File: config.mk
export PLATFORM = sky130hd
export DESIGN_NAME = cau_queue
export DESIGN_NICKNAME = d
export VERILOG_FILES = /design/src/rtl/cau_pkg.sv /design/src/rtl/cau_queue.sv
export SDC_FILE = /design/constraint.sdc
export NUM_CORES = 1
export LEC_CHECK = 0
export BUFFER_PORTS_ARGS = -buffer_cell sky130_fd_sc_hd__buf_2
export CORE_MARGIN = 5
export CORE_UTILIZATION = 50
export CTS_CLUSTER_SIZE = 12
export DETAILED_ROUTE_END_ITERATION = 12
export HOLD_SLACK_MARGIN = 0.03
export PLACE_DENSITY = 0.71
export SLEW_MARGIN = 30
export SYNTH_ARGS = -nofsm -noshare
export SYNTH_HDL_FRONTEND = slang
export SYNTH_SLANG_ARGS = --single-unit
File: constraint.sdc
create_clock -name clk -period 7.2 [get_ports clk]
set_input_delay 0.72 -clock clk [delete_from_list [all_inputs] [get_ports clk]]
set_output_delay 0.72 -clock clk [all_outputs]
set_load 0.1 [all_outputs]
File: src/rtl/cau_pkg.sv
`default_nettype none
package cau_pkg;

	// Operation codes carried in the mode field
	typedef enum logic [1:0] {
		MODE_ADD = 2'd0,
		MODE_SUB = 2'd1,
		MODE_MUL = 2'd2,
		MODE_DIV = 2'd3
	} mode_t;

	// Quotient bits produced by the back end, one per stage
	localparam int unsigned DIV_STEPS = 32;

	localparam logic signed [31:0] RES_MAX = 32'sh7FFF_FFFF;
	localparam logic signed [31:0] RES_MIN = 32'sh8000_0000;

	// Input transaction
	typedef struct packed {
		logic [1:0]         mode;
		logic signed [15:0] a_re;
		logic signed [15:0] a_im;
		logic signed [15:0] b_re;
		logic signed [15:0] b_im;
	} req_t;

	// Result transaction
	typedef struct packed {
		logic signed [31:0] res_re;
		logic signed [31:0] res_im;
		logic               divide_by_zero;
		logic               saturated;
	} rsp_t;

	// Classified job handed from front end to back end
	typedef struct packed {
		logic               is_div;
		logic               dz;
		logic               neg_re;
		logic               neg_im;
		logic [31:0]        mag_re;
		logic [31:0]        mag_im;
		logic [31:0]        den;
		logic signed [31:0] dir_re;
		logic signed [31:0] dir_im;
		logic               dir_sat;
	} job_t;

	// One stage of the divider pipeline
	typedef struct packed {
		logic               is_div;
		logic               dz;
		logic               neg_re;
		logic               neg_im;
		logic               ovf_re;
		logic               ovf_im;
		logic [31:0]        den;
		logic [31:0]        rem_re;
		logic [31:0]        rem_im;
		logic [31:0]        low_re;
		logic [31:0]        low_im;
		logic [31:0]        q_re;
		logic [31:0]        q_im;
		logic signed [31:0] dir_re;
		logic signed [31:0] dir_im;
		logic               dir_sat;
	} stage_t;

	// True when a 33-bit signed value does not fit in 32 bits
	function automatic logic out_of_range(input logic signed [32:0] x);
		return x[32] != x[31];
	endfunction

	// Clamp a 33-bit signed value to 32 bits
	function automatic logic signed [31:0] clamp33(input logic signed [32:0] x);
		logic signed [31:0] r;
		r = x[31:0];
		if (x[32] != x[31]) begin
			r = x[32] ? RES_MIN : RES_MAX;
		end
		return r;
	endfunction

endpackage
`default_nettype wire

File: src/rtl/cau_queue.sv
`default_nettype none
module cau_queue #(
	parameter int unsigned DEPTH = 4
) (
	input  wire logic        clk,
	input  wire logic        arst_n,
	input  wire logic        push_valid,
	input  cau_pkg::job_t    push_data,
	output logic             push_ready,
	output logic             pop_valid,
	output cau_pkg::job_t    pop_data,
	input  wire logic        pop_ready
);
	import cau_pkg::*;

	localparam int unsigned AW = (DEPTH > 1) ? $clog2(DEPTH) : 1;
	localparam int unsigned CW = $clog2(DEPTH + 1);

	job_t          mem [DEPTH];
	logic [AW-1:0] wr_q, rd_q;
	logic [CW-1:0] cnt_q;
	logic          do_push, do_pop;

	assign push_ready = cnt_q != CW'(DEPTH);
	assign pop_valid  = cnt_q != '0;
	assign do_push    = push_valid && push_ready;
	assign do_pop     = pop_valid && pop_ready;
	assign pop_data   = mem[rd_q];

	// Track pointers and fill level
	always_ff @(posedge clk or negedge arst_n) begin
		if (!arst_n) begin
			wr_q  <= '0;
			rd_q  <= '0;
			cnt_q <= '0;
		end else begin
			if (do_push) wr_q <= (wr_q == AW'(DEPTH - 1)) ? '0 : wr_q + 1'b1;
			if (do_pop)  rd_q <= (rd_q == AW'(DEPTH - 1)) ? '0 : rd_q + 1'b1;
			if (do_push && !do_pop)      cnt_q <= cnt_q + 1'b1;
			else if (do_pop && !do_push) cnt_q <= cnt_q - 1'b1;
		end
	end

	// Store the entry
	always_ff @(posedge clk) begin
		if (do_push) mem[wr_q] <= push_data;
	end

endmodule
`default_nettype wire

Yosys cells after proc, flatten, opt, wreduce, memory -nomap -nowiden:

Memories as Yosys holds them, arrays and structs flattened.
Cells that the tools add are included.

* bits in registers: 7
* latch bits: 0
* RAM bits: 660
* memory bits (read-only): 0
* bits of input ports: 169
* word-level logic and storage cells: 25
* memories kept: 1

* add/sub/neg operators: 4
* multipliers: 0
* divide/modulo/power cells: 0
* $lt $le $gt $ge: 0
* equality and inequality tests: 3
* shift operators: 0
* mux-type cells: 6
* bitwise gates (word level): 0
* reduce and logical (&&, ||, !) cells: 8

Memories
* mem: depth 4, bits a word 165, rd ports 1, clocked after memory_dff 0, wr ports 1, RTL line cau_queue.sv:19 `job_t mem [DEPTH];`

Operators with widths (number)
* 3-bit 2-to-1 mux: 2
* 2-bit by 1-bit adder with 2-bit output, second input constant: 2
* 2-bit == test, second input constant: 2
* 1-bit logical AND: 4
* 2-bit 2-to-1 mux: 2
* 3-bit by 1-bit adder with 3-bit output, second input constant: 1
* 3-bit inequality test, second input constant: 1
* 3-bit nonzero test: 1
* 3-bit by 1-bit subtractor with 3-bit output, second input constant: 1
* 1-bit zero test: 2
* 1-bit 2-to-1 mux: 2
* 2-bit nonzero test: 1

Logic depth before layout (Yosys ltp):

* depth in word-level cells: 6
* gate-level depth with buffers: 8
* depth with buffers taken out: 8

Worst setup path after synthesis:

No wires, ideal clock.

* path type: reg-to-reg
* from: reg cnt_q[2]
* to: mem mem[0][0] (netlist bit) (enable)
* setup time: 452 ps
* data arrival time: 2947 ps
* required time: 6748 ps
* slack: 3801 ps
* stages on the path, launching flop included: 3
* buffers on the path: 0
* path through: dfrtp_1 -> or3b_4 -> and3_2

* longest elaborated chain between the ends: 4

RTL lines
* start: declaration: RTL line cau_queue.sv:21 `logic [CW-1:0] cnt_q;`
* start signal: assignment: RTL line cau_queue.sv:39 `if (do_push && !do_pop) cnt_q <= cnt_q + 1'b1;`
* start signal: assignment: RTL line cau_queue.sv:40 `else if (do_pop && !do_push) cnt_q <= cnt_q - 1'b1;`
* 3-bit inequality test: RTL line cau_queue.sv:24 `assign push_ready = cnt_q != CW'(DEPTH);`
* net push_ready: RTL line cau_queue.sv:9 `output logic push_ready,`
* 1-bit logical AND: RTL line cau_queue.sv:26 `assign do_push = push_valid && push_ready;`
* 1-bit 2-to-1 mux: RTL line cau_queue.sv:46 `if (do_push) mem[wr_q] <= push_data;`
* 1-bit 2-to-1 mux (not written as such): RTL line cau_queue.sv:46
* end: declaration: RTL line cau_queue.sv:19

The timed path passes the listed nets, and every way through them passes these cells.

==> results.tsv <==
metric	value	unit
result of the run	complete, no violations	
worst r2r src	cnt_q[2]	
largest net degree at the start of global routing	116	
Setup Skew	0.0220	ns
Hold Vio Cnt, Final	0	
Synth area leader	edfxtp_1	
Final Instance Area	28600	um2
first-pass GRT wire length	71600	um
Wirelength per Cell	24.1	um
Post-Route Hold Slack	0.353	ns
register area	20000	um2
WP data required	6.48	ns
Avg Cell Area, Syn	27.0	um2
Iteration-0 DRC Markers	735	
Area after DPL	26600	um2
via/cell ratio	5.59	
initial antenna violation count	11	
Hold WC Path Type	input pin to flop	
WP data arrival	3.30	ns
Sink Count	667	
Hold Startpoint	push_data[159]	
Hold EP	mem[0][159]	
die width	230	um
GPL Wtd Cong	0.718	
clk_lat worst skew	0.57	ns
CTS clock-pin slew for the worst setup and hold paths	0.06	ns
CP startpoint kind	flop	
Max Slew Vio Count	0	
CP Capture Type	primary output	
largest fanout on the critical path	60	
post-DP HPWL	27400	um
YS warnings	0	
max_slew headroom	37.4	%
Synth Instances	898	
Syn Std Cell Area	24300	um2
post-synthesis sequential area ratio	82.4	%
Post-CTS Setup Repair Bufs	0	
register bit total from synthesis	667	
clk buf depth	3	
number of remaining DRC errors	0	
IO buf count	335	
starting density of the core	50.7	%
R2R Setup Slk	4.47	ns
Worst-Margin Slew	0.940	ns
Post-CTS Hold Buffers	1	
post-CTS sizing	0	
Synth top area share	81.7	%
pre-CTS WS	3.69	ns
Layout area overhead	17.8	%
Routed Antenna Nets	0	
commonest non-fill, non-tap cells in the layout	edfxtp_1, buf_2, mux4_2, clkbuf_16, clkbuf_1	
Fill cells	3303	
Total GRT Usage	17.7	%
highest clock rate	0.248	GHz
Root Buffer Master	clkbuf_16	
DR vias	10800	
vias in the first global route	11700	
Hold Path Depth	1	
Die Y	230	um
synth unique cells	21	
commonest non-fill, non-tap cell in the layout	edfxtp_1	
Tmin final	4.02	ns
# H-tree levels	3	
Core Area	47800	um2
final setup TNS	0	ns
final WL	46400	um
drt pass-1 iters	5	
Final Cycle Share	55.9	%
Synth area leaders	edfxtp_1, mux4_2, buf_6	
multi-input logic area	3990	um2
TritonCTS Buffers	69	
end of the worst register-to-register path	mem[0][75]	
total gr overflow	0	
area of the die	53000	um2
Final Setup Violations	0	
CTS tree	yes	
share of cells above drive strength 1	46.1	%
I/O Pins	336	
Max-cap violations	0	
Reg2Reg Depth	3	
nets@finish	1453	
RSZ-0062 raised after global routing	no	
setup ws final	3.18	ns
Site Rows	80	
critical path class	flop to primary output	
synthesized net count	1074	
==> worst max-delay path by stage <==
stage	startpoint	endpoint	slack (ns)	cells after the start
floorplan	cnt_q[2]	mem[0][0]	3.80	2
global placement	rd_q[1]	pop_data[21]	3.70	3
detailed placement	rd_q[1]	pop_data[21]	3.69	3
CTS	rd_q[1]	pop_data[21]	3.04	3
global route	rd_q[1]	pop_data[21]	2.99	3
finish	rd_q[1]	pop_data[21]	3.18	3
==> synthesized netlist by cell type (all sizes together) <==
cell,n
edfxtp,660
or3b,1
nand2,1
buf,36
dfrtp,7
nor2,3
ha,6
and2,1
fa,1
clkbuf,1
xnor2,1
mux2,5
and3,4
xor2,2
inv,3
or3,1
mux4,165
==> layer usage <==
| metal | share of wire (%) | global-route usage [%] | vias to the layer above |
|---|---|---|---|
| met1 | 41 | 24.4 | 5666 |
| met4 | 2.1 | 4.58 | 12 |
| li1 | - | - | 4661 |
| met5 | 0.18 | 0 | - |
| met2 | 49 | 28.1 | 368 |
| met3 | 7.7 | 5.74 | 77 |
==> flip-flops by register name, indices dropped and copies added (netlist names) <==
signal,cells
mem,660
cnt_q,3
rd_q,2
wr_q,2
==> final cells by class <==
class	count	share of cell area, %
inverter	3	0.0394
tap	615	2.69
antenna	4	0.0350
multi-input combinational	191	14.0
timing repair buffer	345	6.33
clock buffer	90	6.47
sequential	667	70.0
clock inverter	13	0.495
==> cells by family after synthesis <==
group | count (synthesis) | synth area share [%]
xor gates and xnor gates | 3 | 0.108
adders and majority gates | 7 | 0.392
buffers and inverters | 40 | 1.23
DFF | 667 | 82.4
muxes | 170 | 15.6
and+or+nand+nor | 11 | 0.299
==> stage by stage <==
stage               utilization, %  std cells
floorplan                        -        898
global placement              55.5       1820
detailed placement            55.5       1820
CTS                           59.7       1924
global route                  59.7       1926
finish                        59.7       1928
==> critical path, cell delays in order, from the launching register on <==
cell	delay, ns
dfrtp_4	1.00
buf_4	0.85
mux4_2	0.41
buf_2	0.44
Power is left out: the tool's default activity adds up to more than one toggle a clock period on the data nets, which glitch-free logic cannot reach.
